==> config.mk <==
export PLATFORM = sky130hd
export DESIGN_NAME = sad_front
export DESIGN_NICKNAME = d
export VERILOG_FILES = /design/src/rtl/core/sad_pkg.sv /design/src/rtl/core/sad_front.sv
export SDC_FILE = /design/constraint.sdc
export NUM_CORES = 1
export LEC_CHECK = 0
export ABC_CLOCK_PERIOD_IN_PS = 3750
export BUFFER_PORTS_ARGS = -buffer_cell sky130_fd_sc_hd__buf_2
export CAP_MARGIN = 25
export CORE_ASPECT_RATIO = 1.4
export CORE_MARGIN = 3
export CORE_UTILIZATION = 40
export CTS_BUF_LIST = sky130_fd_sc_hd__clkbuf_16
export DETAILED_ROUTE_END_ITERATION = 7
export GPL_TIMING_DRIVEN = 1
export PLACE_DENSITY = 0.66
export RECOVER_POWER = 50
export SLEW_MARGIN = 20
export SYNTH_ARGS = -nofsm -noshare
export SYNTH_HDL_FRONTEND = slang
export SYNTH_SLANG_ARGS = --single-unit
==> constraint.sdc <==
create_clock -name clk -period 3.75 [get_ports clk]
set_input_delay 0 -clock clk [delete_from_list [all_inputs] [get_ports clk]]
set_output_delay 0 -clock clk [all_outputs]
set_load 0.03 [all_outputs]
==> src/rtl/core/sad_pkg.sv <==
// Shared types and constants for the sinusoid amplitude / delay detector.
// No dependencies; sad_front, sad_back and the top level use it by scoped names.
package sad_pkg;

	// default sizing
	localparam int MAX_SAMPLES_DEF = 4096;
	localparam int SAMPLE_BITS_DEF = 16;

	// configuration register indexes
	localparam logic REG_PERIOD = 1'b0;
	localparam logic REG_LENGTH = 1'b1;

	// reset values of the configuration registers
	localparam int PERIOD_RESET  = 64;
	localparam int CAPTURE_RESET = 4096;

	// depth of the queue between capture front end and analysis back end
	localparam int QUEUE_DEPTH = 4;

	// result status codes
	typedef enum logic [1:0] {
		ST_OK    = 2'd0,
		ST_SHORT = 2'd1,
		ST_EMPTY = 2'd2
	} status_t;

	// per-sample flags decided by the front end
	typedef struct packed {
		logic first; // first sample of its phase bin in this capture
		logic last;  // last sample of the capture
	} sad_flags_t;

endpackage

==> src/rtl/core/sad_front.sv <==
// Capture front end: takes sample requests, tracks sample index and phase bin,
// and tags each sample as first-of-bin / last-of-capture. Uses sad_pkg.
module sad_front #(
	parameter int MAX_SAMPLES = 4096,
	parameter int SAMPLE_BITS = 16
) (
	input  logic                              clk,
	input  logic                              arst_n,
	input  logic                              restart,
	input  logic [$clog2(MAX_SAMPLES):0]      n_c,
	input  logic [$clog2(MAX_SAMPLES):0]      len_c,
	input  logic                              in_valid,
	output logic                              in_ready,
	input  logic [SAMPLE_BITS-1:0]            in_sample,
	input  logic                              q_full,
	output logic                              q_push,
	output logic [SAMPLE_BITS+2*$clog2(MAX_SAMPLES)+1:0] q_data
);
	localparam int AW = $clog2(MAX_SAMPLES);
	localparam int CW = AW + 1;

	logic [AW-1:0]       idx_q, bin_q;
	sad_pkg::sad_flags_t flags;

	assign in_ready    = !q_full;
	assign q_push      = in_valid && !q_full;
	assign flags.first = ({1'b0, idx_q} < n_c);
	assign flags.last  = (({1'b0, idx_q} + CW'(1)) == len_c);
	assign q_data      = {flags, bin_q, idx_q, in_sample};

	// sample index and phase bin counters
	always_ff @(posedge clk or negedge arst_n) begin
		if (!arst_n) begin
			idx_q <= '0;
			bin_q <= '0;
		end else if (restart) begin
			idx_q <= '0;
			bin_q <= '0;
		end else if (q_push) begin
			if (flags.last) begin
				idx_q <= '0;
				bin_q <= '0;
			end else begin
				idx_q <= idx_q + 1'b1;
				bin_q <= (({1'b0, bin_q} + CW'(1)) == n_c) ? '0 : bin_q + 1'b1;
			end
		end
	end
endmodule

==> impl_metrics.py <==
metrics = {
    "detailed_routing": {
        "wl_per_cell_um": 15.5,
        "routedLengthMet1_um": 2580,
        "vias": 2304,
        "drtAntennaViolNets": 0,
        "wirelength_um": 6360,
        "drtPass1Iterations": 4,
        "met2WireLength_um": 3380,
        "first_iter_violations": 121,
        "route.met3.wl_um": 267,
        "via_per_inst": 5.63,
        "remaining_drc_errors": 0,
        "top_layer": "met4",
    },
    "clock_tree": {
        "cts_buffers": 3,
        "clockRootBuffer": "clkbuf_16",
        "clk_latency_ns": 0.26,
        "cts_resized": 0,
        "clk_path_buf_depth": 2,
        "path_clk_slew_ns": 0.06,
        "cts.sink_count": 24,
        "htree_num_levels": 1,
        "cts_tree": "done",
    },
    "worst_setup_path": {
        "cp-start-kind": "flip-flop",
        "end_kind": "flip-flop",
        "crit_chain": "ha_1 > and3_1 > nand3_1 > xnor2_1 > nand4_1 > o31ai_4 > buf_4 > nor2b_1 > o21ai_0 > o31ai_1",
        "timing.rr.start": "idx_q[0]",
        "crit_type": "reg -> reg",
        "max_stage_delay_ns": 0.51,
        "r2r-end": "idx_q[3]",
        "rrSetupSlack_ns": 0.58,
        "r2r_cells": 10,
        "cp_top_family": "simple AND/OR/NAND/NOR gates",
        "crit_buf_inv": 1,
        "crit_end": "idx_q[3]",
        "worstSetupPathDepth": 10,
        "crit_arrival_ns": 3.31,
        "cp-startpoint": "idx_q[0]",
        "critPathMaxFanout": 16,
        "worstPathRequired_ns": 3.88,
        "crit_slowest_cell": "dfrtp_1",
    },
    "global_routing": {
        "grt_max_degree": 25,
        "grt_pass1_vias": 2170,
        "grt_util_all_layers_pct": 17.9,
        "grt_pass1_wl_um": 10300,
        "gr-total-overflow": 0,
        "antenna_found_initial": 0,
    },
    "timing": {
        "hold_viol_final": 0,
        "skew_ns": 0.00336,
        "max_freq_mhz": 315,
        "fin_crit_sh_pct": 84.6,
        "tns_ns": 0,
        "drv_slew": 0,
        "layout_setup_ws_ns": 0.576,
        "finalSetupViolCount": 0,
        "worstMarginPinSlew_ns": 1.32,
        "max-slew-margin-rel_pct": 11.7,
        "finalCriticalPeriod_ns": 3.17,
        "rsz0062_at_grt": "no",
    },
    "power": {
        "netSwitchingFraction_pct": 27.0,
        "p_total_uw": 614,
        "comb_power_share_pct": 18.5,
        "p_clk_share_pct": 38.2,
        "powerDensity_mw_per_mm2": 225,
        "seqPwrFrac_pct": 43.3,
        "netSwitchingPower_uw": 166,
        "power.leakage_uw": 0.00130,
        "p_int_uw": 448,
        "ir_drop_uv": 141,
    },
    "floorplan": {
        "core_area_mm2": 0.00590,
        "die_area_mm2": 0.00714,
        "ios": 91,
        "die_y_um": 98.8,
        "fp.dieW_um": 72.3,
        "num_rows": 33,
        "floorplan.initialDensity_pct": 41.7,
    },
    "placement": {
        "pre_cts_ws_ns": 0.631,
        "portBuffers": 58,
        "dp_hpwl_um": 4920,
        "gp_congestion": 0.899,
        "numPlacedInstances": 405,
    },
    "cells_and_area": {
        "fill_cells": 593,
        "antenna-diode-count": 0,
        "synthToLayoutAreaGrowth_pct": 11.0,
        "multiInputGateArea_mm2": 0.00160,
        "layout.nets": 401,
        "fin_cells": 409,
        "drive_above_1_share_pct": 19.2,
        "register_area_um2": 601,
    },
    "logic_synthesis": {
        "ys_types": 50,
        "ys_ff_latch": 24,
        "yosys_warnings": 0,
        "yosys_most_used_dff": "dfrtp_1",
        "syn_inst": 305,
        "yosysSeqAreaShare_pct": 24.4,
        "synth_edf_count": 0,
        "async_reset_ff_share_pct": 100,
        "avgSynthCellArea_um2": 8.07,
        "syn_area_mm2": 0.00246,
        "syn-num-nets": 365,
    },
    "flow_run": {
        "maxCapViolations": 0,
    },
    "hold_path": {
        "hold_class": "in -> out",
    },
    "outcome": {
        "outcome": "completed",
    },
}
[registers in the layout (all words and copies together) (netlist names)]
signal,count
bin_q,12
idx_q,12
[power groups by stage]
stage | registers, uW | clock network (uW) | logic, uW
after global placement | 271 | 0 | 113
after floorplan | 275 | 0 | 96.2
after global routing | 266 | 246 | 126
final | 266 | 235 | 113
after CTS | 266 | 237 | 115
after detailed placement | 271 | 0 | 114
[Yosys cell counts (2+ instances only)]
cell type	instances	share of area (%)
dfrtp_1	24	24
xnor2_1	22	7.8
nand2_1	20	3.1
a21oi_1	18	3.7
nand3_1	17	3.5
nor2_1	17	2.6
buf_4	16	4.9
inv_1	16	2.4
o21ai_0	14	2.8
o21ai_1	14	2.8
ha_1	13	6.6
nor2b_1	11	2.8
xor2_1	11	3.9
o31ai_1	10	3.1
a21o_1	8	2.4
buf_2	7	1.4
and3_1	6	1.5
nand2b_1	6	1.5
nand4_1	5	1.3
clkbuf_1	4	0.61
nand3b_1	4	1.2
nor3_1	4	0.81
or3_1	3	0.76
a22o_1	2	0.71
a31oi_1	2	0.51
a41oi_2	2	1.3
buf_6	2	0.92
nor4_1	2	0.51
o2111ai_1	2	0.71
o221ai_1	2	0.71
or4_1	2	0.61
[cells by family after synthesis]
kind of cell | Yosys count | synth area share [%]
buffers and inverters | 46 | 10.5
XOR/XNOR | 33 | 11.7
flip-flops | 24 | 24.4
AND/OR/NAND/NOR | 103 | 22.6
adder cells (fa/ha/maj) | 13 | 6.61
multiplexers | 1 | 0.407
AO/OA/AOI/OAI | 85 | 23.8
[repair_timing]
item / in CTS / in global routing
setup buffers: 0 / 0
hold buffers: 1 / 0
hold endpoints to repair: 24 / 0
[cells in the final DEF (no fill, tap or decap), drive strengths merged, types with 5 or more instances in the layout]
cell / n
xor2: 11
and3: 6
o31ai: 11
nor3: 5
ha: 13
a21oi: 18
xnor2: 22
inv: 16
nor2: 17
nand2: 20
nand3: 17
nand4: 6
nor2b: 11
o21ai: 28
dfrtp: 24
buf: 53
nand2b: 6
clkbuf: 10
a21o: 8
[layer usage]
layer,track usage (%),vias to the layer above
met5,0,-
met4,5.50,0
met3,2.04,11
met2,33.4,58
met1,20.8,1082
li1,-,1153
[stage by stage]
step / utilization, % / hold WS, ns / instance area [um^2]
CTS: 46.4 / 0.000205 / 2740
detailed placement: 45.0 / 0.000205 / 2660
finish: 46.3 / 0.0000108 / 2730
global route: 46.3 / 0.0000434 / 2730
floorplan: - / -0.296 / 2460
global placement: 45.0 / 0.000205 / 2660
[worst min path at each step]
stage	slack [ns]	endpoint	cells past startpoint	from
detailed placement	0.0002	q_data[0]	0	in_sample[0]
floorplan	-0.30	bin_q[0]	0	arst_n
CTS	0.0002	q_data[0]	0	in_sample[0]
finish	0.00001	q_data[13]	0	in_sample[13]
global placement	0.0002	q_data[0]	0	in_sample[0]
global route	0.00004	q_data[7]	0	in_sample[7]
[worst reg2reg max path, delay by kind of cell (launching register included)]
| kind | cells | cell delay, ns |
|---|---|---|
| buf+inv | 1 | 0.30 |
| flops | 1 | 0.51 |
| fa+ha+maj | 1 | 0.39 |
| compound gates | 3 | 0.68 |
| xor+xnor | 1 | 0.23 |
| simple gates | 4 | 0.94 |
[layout make-up]
| type | count | area share, % |
|---|---|---|
| clock buffers | 3 | 2.75 |
| flip-flops and latches | 24 | 22.0 |
| inverters | 16 | 2.20 |
| repair buffers | 61 | 11.2 |
| well taps | 70 | 3.21 |
| multi-input cells | 235 | 58.6 |
Note: power is estimated with default switching activity, not from simulation.
