[src/rtl/core/sad_queue.sv]
// Small show-ahead queue between the capture front end and the back end.
// No dependencies.
module sad_queue #(
	parameter int W     = 8,
	parameter int DEPTH = 4
) (
	input  logic         clk,
	input  logic         arst_n,
	input  logic         push,
	input  logic [W-1:0] push_data,
	input  logic         pop,
	output logic [W-1:0] head,
	output logic         full,
	output logic         empty
);
	localparam int PW = $clog2(DEPTH);

	logic [W-1:0] ent_q [DEPTH];
	logic [PW-1:0] wp_q, rp_q;
	logic [PW:0]   cnt_q;

	assign full  = (cnt_q == (PW+1)'(DEPTH));
	assign empty = (cnt_q == '0);
	assign head  = ent_q[rp_q];

	// storage
	always_ff @(posedge clk) begin
		if (push) begin
			ent_q[wp_q] <= push_data;
		end
	end

	// pointers and fill count
	always_ff @(posedge clk or negedge arst_n) begin
		if (!arst_n) begin
			wp_q  <= '0;
			rp_q  <= '0;
			cnt_q <= '0;
		end else begin
			if (push) begin
				wp_q <= (wp_q == PW'(DEPTH-1)) ? '0 : wp_q + 1'b1;
			end
			if (pop) begin
				rp_q <= (rp_q == PW'(DEPTH-1)) ? '0 : rp_q + 1'b1;
			end
			if (push && !pop) begin
				cnt_q <= cnt_q + 1'b1;
			end else if (pop && !push) begin
				cnt_q <= cnt_q - 1'b1;
			end
		end
	end
endmodule

[config.mk]
export PLATFORM = sky130hd
export DESIGN_NAME = sad_queue
export DESIGN_NICKNAME = d
export VERILOG_FILES = /design/src/rtl/core/sad_queue.sv
export SDC_FILE = /design/constraint.sdc
export NUM_CORES = 1
export LEC_CHECK = 0
export BUFFER_PORTS_ARGS = -buffer_cell sky130_fd_sc_hd__buf_2
export CAP_MARGIN = 20
export CORE_MARGIN = 3
export CORE_UTILIZATION = 30
export DETAILED_ROUTE_END_ITERATION = 10
export PLACE_DENSITY = 0.44
export REMOVE_ABC_BUFFERS = 1
export SYNTH_ARGS = -nofsm -noshare
export SYNTH_HDL_FRONTEND = slang
export SYNTH_SLANG_ARGS = --single-unit
[constraint.sdc]
create_clock -name clk -period 3.2 [get_ports clk]
set_clock_uncertainty 0.2 [all_clocks]
set_input_delay 0.64 -clock clk [delete_from_list [all_inputs] [get_ports clk]]
set_output_delay 0.64 -clock clk [all_outputs]
set_load 0.1 [all_outputs]
==> results of run 1 <==
[metal layers]
layer	vias to the layer above	global-route usage [%]	share of wire (%)	wire (um)
li1	352	-	-	-
met1	362	11.7	43	1110
met2	21	15.6	49	1250
met3	2	3.56	7.2	186
met4	0	4.20	0.93	24
met5	-	0	0	0
[layout by cell type, fill, tap and decap left out, drive strengths merged]
master and count:
mux2 3, o21ai 2, and2 4, nor3 1
edfxtp 32, nor3b 1, nand3 1, dlygate4sd3 1
fa 1, buf 21, nand2 1, xnor2 1
clkbuf 7, clkinv 1, inv 5, xor2 2
nor2 2, mux4 8, ha 6, dfrtp 7
[worst max path at each step]
stage	cells after the start	slack [ns]	to	from
after floorplan	1	-0.27	full	cnt_q[0]
after global placement	2	0.70	head[7]	rp_q[0]
after detailed placement	2	0.69	head[5]	rp_q[0]
after CTS	2	0.38	head[5]	rp_q[0]
after global routing	2	0.31	head[5]	rp_q[0]
final	2	0.44	head[5]	rp_q[0]
[synth_stat cells, drive strengths merged]
| cell type | n |
|---|---|
| mux2 | 3 |
| and2 | 4 |
| inv | 5 |
| ha | 6 |
| nor2 | 2 |
| nor3 | 1 |
| xnor2 | 1 |
| nand3 | 1 |
| o21ai | 2 |
| xor2 | 2 |
| edfxtp | 32 |
| nor3b | 1 |
| mux4 | 8 |
| nand2 | 1 |
| buf | 2 |
| fa | 1 |
| dfrtp | 7 |
[state kept, by name, indices dropped and copies added, names as in the netlist]
signal / count
ent_q: 32
rp_q: 2
wp_q: 2
cnt_q: 3
[metrics by stage]
stage	hold slack [ns]	cells	setup slack [ns]
3_5_place_dp	0.275	165	0.690
2_1_floorplan	0.144	77	-0.275
6_report	0.292	174	0.440
3_3_place_gp	0.277	165	0.695
5_1_grt	0.315	174	0.313
4_1_cts	0.290	174	0.375
[kinds of logic (layout without fill, tap and decap cells)]
family | after synthesis | in the layout
xor+xnor | 3 | 3
simple gates | 10 | 10
buf+inv | 7 | 35
fa+ha+maj | 7 | 7
compound gates | 2 | 2
flops | 39 | 39
mux | 11 | 11
[layout make-up]
cell class	instances	area, um^2
clock buffers	7	76.3
inverters	5	18.8
flip-flops and latches	39	1140
well taps	67	83.8
clock inverters	1	5.00
repair buffers	22	115
fillers	500	3050
multi-input cells	33	399
==> results_dict.tcl, run 1 <==
set metrics [dict create \
    overflow 0 \
    nets 125 \
    cap_violations 0 \
    netlist_area_um2 1570 \
    yosys-top-cells-area "edfxtp_1 61%, mux4_2 11%, dfrtp_1 11%" \
    fp.dieArea_um2 6140 \
    timing.rr.end "ent_q[0][4]" \
    die_x_um 78.3 \
    antenna_found_initial 0 \
    yosys_register_bits 39 \
    h-tree-depth 2 \
    cp.buffers_inverters 1 \
    yosysUniqueCellTypes 18 \
    final_util_pct 37.6 \
    slew_headroom_pct 58.2 \
    worstMarginPinSlew_ns 0.627 \
    dieHeight_um 78.3 \
    slowest_delay_ns 0.74 \
    crit_arrival_ns 1.92 \
    yosys.area.top_type_share_pct 61.2 \
    startpoint_type "register" \
    hold_viol_final 0 \
    synth_mux_area_share_pct 13.6 \
    rows 25 \
    syn_avg_cell_area_um2 19.9 \
    worst_r2r_startpoint "wp_q[0]" \
    syn_inst 79 \
    grt_use_total_pct 9.71 \
    setup_violations 0 \
    synth_top_cell_by_area "edfxtp_1" \
    whs_path_depth 1 \
    drtIter0Drc 33 \
    max_freq_mhz 362 \
    min_to "cnt_q[2]" \
    period_minus_slack_ns 2.76 \
    path_delay_family "flip-flops" \
    synth-xor-area-share_pct 1.67 \
    hpwl_mm 1.74 \
    ys_warn_count 0 \
    synth_top_family_by_area "multiplexers" \
    r2r_slack_ns 1.53 \
    clk_pin_slew_worst_paths_ns 0.07 \
    worstHoldStart "cnt_q[2]" \
    cts_setup_buffers 0 \
    core_area_um2 4880 \
    dpl_cell_area_um2 1740 \
    routed_via_density 4.24 \
    critical_path_class "register to output port" \
    ys_seq_area_share_pct 72.4 \
    ioPinCount 22 \
    start_util_pct 32.2 \
    drtPass1Iterations 4 \
    ant_nets 0 \
    outcome "finished clean" \
    cts_root_buffer "clkbuf_8" \
    cp_max_fo 11 \
    synthAdderAreaFrac_pct 6.06 \
    grt_pass1_vias 850 \
    numClockSinks 39 \
    antenna_cells 0 \
    area_delta_synth_final_pct 16.8 \
    drc 0 \
    grt_pass1_wl_mm 4.31 \
    routedWlPerCell_um 14.8 \
    route.vias.total 737 \
    insertion_delay_ns 0.27 \
    path_cells "mux4_2, buf_2" \
    grt_start_max_net_pins 12 \
    hold_path_class "register to register" \
    postCtsResizedCells 0 \
    finalSetupTns_ns 0 \
    rsz0062_at_grt "false" \
    cpMaxStageDelayCell "dfrtp_1" \
    synth-simple-area-share_pct 3.43 \
    slew_violations 0 \
    cts_hold_buf 1 \
    synth_compound_area_share_pct 0.637 \
    period_share_pct 86.2 \
    r2r.worst_path.cells 3 \
    gp_congestion 0.667 \
    clock_path_buffers 2 \
    crit_path_end_kind "output port" \
    design_area_um2 1830 \
    cts_tree "yes" \
    io_buffers 21 \
    drive_gt1_share_pct 35.5 \
    worstPathRequired_ns 2.36 \
    numCtsBuffers 5 \
    routed_wl_mm 2.57 \
]
Power of run 1 is left out: the tool's default activity adds up to more than one toggle a clock period on the data nets, which glitch-free logic cannot reach.
==> run 2, diff against run 1 <==
--- a/config.mk
+++ b/config.mk
@@ -10,7 +10,7 @@
 export CORE_MARGIN = 3
 export CORE_UTILIZATION = 30
 export DETAILED_ROUTE_END_ITERATION = 10
-export PLACE_DENSITY = 0.44
+export PLACE_DENSITY = 0.57
 export REMOVE_ABC_BUFFERS = 1
 export SYNTH_ARGS = -nofsm -noshare
 export SYNTH_HDL_FRONTEND = slang
==> constraint.sdc (replaced) <==
create_clock -name clk -period 3.2 [get_ports clk]
set_clock_uncertainty 0.2 [all_clocks]
set_input_delay 0.64 -clock clk [delete_from_list [all_inputs] [get_ports clk]]
set_output_delay 0.64 -clock clk [all_outputs]
set_load 0.005 [all_outputs]
==> results_dict.tcl, run 2 (synthesis results as in run 1) <==
set metrics [dict create \
    crit_arrival_ns 1.76 \
    crit_start "rp_q[0]" \
    gp_congestion 0.671 \
    largest_reg_flops 32 \
    antenna_cells 0 \
    hold_path_class "register to register" \
    slew_violations 0 \
    leakage_nw 0.702 \
    grt_start_max_net_pins 13 \
    drc 0 \
    period_minus_slack_ns 2.60 \
    period_share_pct 81.2 \
    fp.dieArea_um2 6140 \
    worst_r2r_startpoint "rp_q[0]" \
    cap_violations 0 \
    rsz0062_at_grt "false" \
    hpwl_mm 1.72 \
    top_regs "ent_q (32), cnt_q (3)" \
    routed_via_density 4.30 \
    clock_path_buffers 2 \
    hold_viol_final 0 \
    routed_wl_mm 2.55 \
    grt_pass1_wl_mm 4.09 \
    worstPathRequired_ns 2.36 \
    crit_path_end_kind "output port" \
    crit_end "head[2]" \
    drive_gt1_share_pct 36.4 \
    r2r_slack_ns 1.54 \
    grt_pass1_vias 789 \
    n_fill_cell 477 \
    grt_use_total_pct 9.13 \
    ant_nets 0 \
    antenna_found_initial 0 \
    worstHoldStart "cnt_q[2]" \
    cts_tree "yes" \
    ir_drop_mv 0.411 \
    worstMarginPinSlew_ns 0.622 \
    layout_commonest_cell "edfxtp_1" \
    cp_max_fo 11 \
    critical_path_class "register to output port" \
    postCtsResizedCells 0 \
    h-tree-depth 2 \
    cts_root_buffer "clkbuf_8" \
    insertion_delay_ns 0.28 \
    cts_setup_buffers 0 \
    overflow 0 \
    power_density_nw_per_um2 867 \
    slew_headroom_pct 58.5 \
    final_util_pct 38.6 \
    outcome "finished clean" \
    numCtsBuffers 5 \
    rows 25 \
    max_freq_mhz 385 \
    area_delta_synth_final_pct 20.1 \
    regMostFlops "ent_q" \
    die_x_um 78.3 \
    finalSetupTns_ns 0 \
    routedWlPerCell_um 14.7 \
    ioPinCount 22 \
    dieHeight_um 78.3 \
    core_area_um2 4880 \
    route.vias.total 748 \
    setup_violations 0 \
    r2r.worst_path.cells 2 \
    drtIter0Drc 55 \
    io_buffers 21 \
    numClockSinks 39 \
    start_util_pct 32.2 \
    drtPass1Iterations 3 \
    timing.rr.end "rp_q[1]" \
    startpoint_type "register" \
    layout_common_cells "32 x edfxtp_1, 21 x buf_2, 8 x mux4_2, 7 x dfrtp_1, 6 x ha_1" \
    clk_pin_slew_worst_paths_ns 0.07 \
    nets 125 \
]
run 2: changes by cell type in the layout (fill, tap and decap cells not counted):
cell / before / now
bufinv_16: 0 / 2
clkbuf_1: 2 / 1
clkinv_2: 1 / 0
run 2: critical path, stage by stage, from the launching register on:
cell and delay, ns:
dfrtp_1 0.74, mux4_2 0.59, buf_2 0.14
run 2: report_power, final:
group	leakage (nW)	internal, mW	switching [mW]	total [mW]
clock	0.0654	0.312	0.164	0.475
sequential	0.377	0.667	0.110	0.777
combinational	0.260	0.225	0.157	0.382
run 2: metrics by stage:
stage	area [um^2]	total power [mW]	cells	hold WS [ns]	setup slack (ns)
finish	1890	1.63	174	0.332	0.602
global route	1890	1.74	174	0.349	0.469
CTS	1890	1.66	174	0.338	0.534
detailed placement	1740	1.19	165	0.285	0.845
global placement	1740	1.16	165	0.273	0.876
floorplan	1550	1.01	77	0.144	1.18
run 2: timing repair:
action / 4_1_cts / 5_1_grt
setup endpoints to repair: 0 / 0
endpoints found under the hold margin: 7 / 0
hold buffers: 1 / 0
run 2: worst min-delay path by stage:
stage | to | slack, ns | cells after the start
final | cnt_q[2] | 0.33 | 1
after global routing | cnt_q[2] | 0.35 | 1
after CTS | cnt_q[2] | 0.34 | 1
after detailed placement | cnt_q[1] | 0.29 | 1
after global placement | cnt_q[2] | 0.27 | 1
after floorplan | cnt_q[0] | 0.14 | 0
run 2: layout make-up:
class | count | area, um^2 | area share, %
Clock inverter | 2 | 60.1 | 3.19
Inverter | 5 | 18.8 | 0.995
Tap cell | 67 | 83.8 | 4.45
Timing Repair Buffer | 22 | 115 | 6.10
Multi-Input combinational cell | 33 | 399 | 21.2
Sequential cell | 39 | 1140 | 60.3
Clock buffer | 6 | 72.6 | 3.85
run 2: layer usage:
| layer | share of wire (%) | track usage (%) |
|---|---|---|
| met1 | 46 | 11.5 |
| met2 | 48 | 14.1 |
| met3 | 4.6 | 3.56 |
| met4 | 0.98 | 3.67 |
| met5 | 0 | 0 |
No activity file was read; power rests on OpenSTA's default activity.
==> run 3, diff against run 2 <==
--- a/config.mk
+++ b/config.mk
@@ -10,7 +10,7 @@
 export CORE_MARGIN = 3
 export CORE_UTILIZATION = 30
 export DETAILED_ROUTE_END_ITERATION = 10
-export PLACE_DENSITY = 0.57
+export PLACE_DENSITY = 0.59
 export REMOVE_ABC_BUFFERS = 1
 export SYNTH_ARGS = -nofsm -noshare
 export SYNTH_HDL_FRONTEND = slang
==> constraint.sdc (replaced) <==
create_clock -name clk -period 2.21 [get_ports clk]
set_clock_uncertainty 0.2 [all_clocks]
set_input_delay 0.442 -clock clk [delete_from_list [all_inputs] [get_ports clk]]
set_output_delay 0.442 -clock clk [all_outputs]
set_load 0.005 [all_outputs]
==> results_dict.tcl, run 3 (synthesis results as in run 1) <==
set metrics [dict create \
    final_util_pct 38.3 \
    route.vias.total 791 \
    startpoint_type "register" \
    nets 128 \
    whs_path_depth 1 \
    regMostFlops "ent_q" \
    period_share_pct 94.6 \
    largest_reg_flops 32 \
    clock_path_buffers 2 \
    worstPathRequired_ns 1.57 \
    worst_slack_ns 0.120 \
    antenna_cells 0 \
    antenna_found_initial 0 \
    leakage_nw 0.697 \
    period_minus_slack_ns 2.09 \
    pre_cts_slack_ns 0.203 \
    cp_max_fo 7 \
    cts_tree "yes" \
    drtPass1Iterations 4 \
    final_cells 177 \
    setup_violations 0 \
    die_x_um 78.3 \
    drive_gt1_share_pct 38.2 \
    numCtsBuffers 5 \
    grt_pass1_vias 862 \
    hold_path_class "input port to register" \
    drtIter0Drc 39 \
    hpwl_mm 1.78 \
    critical_path_class "register to output port" \
    gp_congestion 0.671 \
    overflow 0 \
    crit_arrival_ns 1.45 \
    top_regs "ent_q (32), cnt_q (3)" \
    slew_violations 0 \
    p_total_mw 2.20 \
    ir_drop_mv 0.491 \
    max_freq_mhz 478 \
    area_delta_synth_final_pct 19.1 \
    rsz0062_at_grt "false" \
    grt_pass1_wl_mm 4.25 \
    outcome "finished clean" \
    fp.dieArea_um2 6140 \
    core_area_um2 4880 \
    finalSetupTns_ns 0 \
    slew_headroom_pct 68.8 \
    grt_start_max_net_pins 12 \
    ioPinCount 22 \
    clk_pin_slew_worst_paths_ns 0.07 \
    power_density_nw_per_um2 1180 \
    numClockSinks 39 \
    layout_commonest_cell "edfxtp_1" \
    crit_path_end_kind "output port" \
    ant_nets 0 \
    cap_violations 0 \
    drc 0 \
    hold_slack_ns 0.174 \
    design_area_um2 1870 \
    routedWlPerCell_um 14.4 \
    routed_wl_mm 2.56 \
    hold_viol_final 0 \
    insertion_delay_ns 0.28 \
    layout_common_cells "32 x edfxtp_1, 21 x buf_2, 8 x mux4_2, 6 x ha_1, 6 x dfrtp_1" \
    r2r.worst_path.cells 3 \
    dieHeight_um 78.3 \
    dpl_cell_area_um2 1760 \
    placed_cells 166 \
    start_util_pct 32.2 \
    io_buffers 21 \
    worstMarginPinSlew_ns 0.467 \
    h-tree-depth 2 \
    rows 25 \
    routed_via_density 4.47 \
    cts_root_buffer "clkbuf_8" \
    grt_use_total_pct 9.67 \
]
==> run 3: area by class of cell <==
type	instances	area [um^2]
well taps	67	83.8
clock inverters	1	5.00
multi-input cells	33	399
inverters	5	18.8
clock buffers	7	76.3
fillers	476	3010
flip-flops and latches	39	1140
repair buffers	25	150
==> run 3: where the power goes <==
group | leakage, nW | total [mW] | internal [mW] | switching [mW]
Combinational | 0.279 | 0.668 | 0.386 | 0.282
Sequential | 0.376 | 1.09 | 0.969 | 0.116
Clock | 0.0422 | 0.447 | 0.221 | 0.225
Total | 0.697 | 2.20 | 1.58 | 0.623
==> run 3: path summary, 6_finish.rpt <==
| check | start | endpoint | slack (ns) |
|---|---|---|---|
| setup / recovery | rp_q[0] | head[6] | 0.12 |
| hold / removal | push_data[7] | ent_q[0][7] | 0.17 |
| setup reg to reg | wp_q[0] | ent_q[0][1] | 0.57 |
| hold reg to reg | cnt_q[2] | cnt_q[2] | 0.33 |
| max in group asynchronous | arst_n | rp_q[0] | 1.34 |
| min in group asynchronous | arst_n | cnt_q[0] | 0.31 |
==> run 3: critical path, stage by stage, from the launching register on <==
cell and delay (ns):
dfrtp_2 0.39, buf_12 0.14, mux4_2 0.50, buf_2 0.14
==> run 3: per-layer routing <==
layer	part of all wire [%]	vias to the layer above	track usage, %
met5	0	-	0
met4	1.7	0	4.20
met3	7.3	6	5.05
met2	48	21	15.7
met1	42	406	10.6
li1	-	358	-
==> run 3: what timing repair did <==
item | 4_1_cts | 5_1_grt
setup endpoints to repair | 7 | 4
gates resized for setup | 1 | 0
setup buffers | 0 | 2
hold endpoints to repair | 7 | 0
hold buffers | 1 | 0
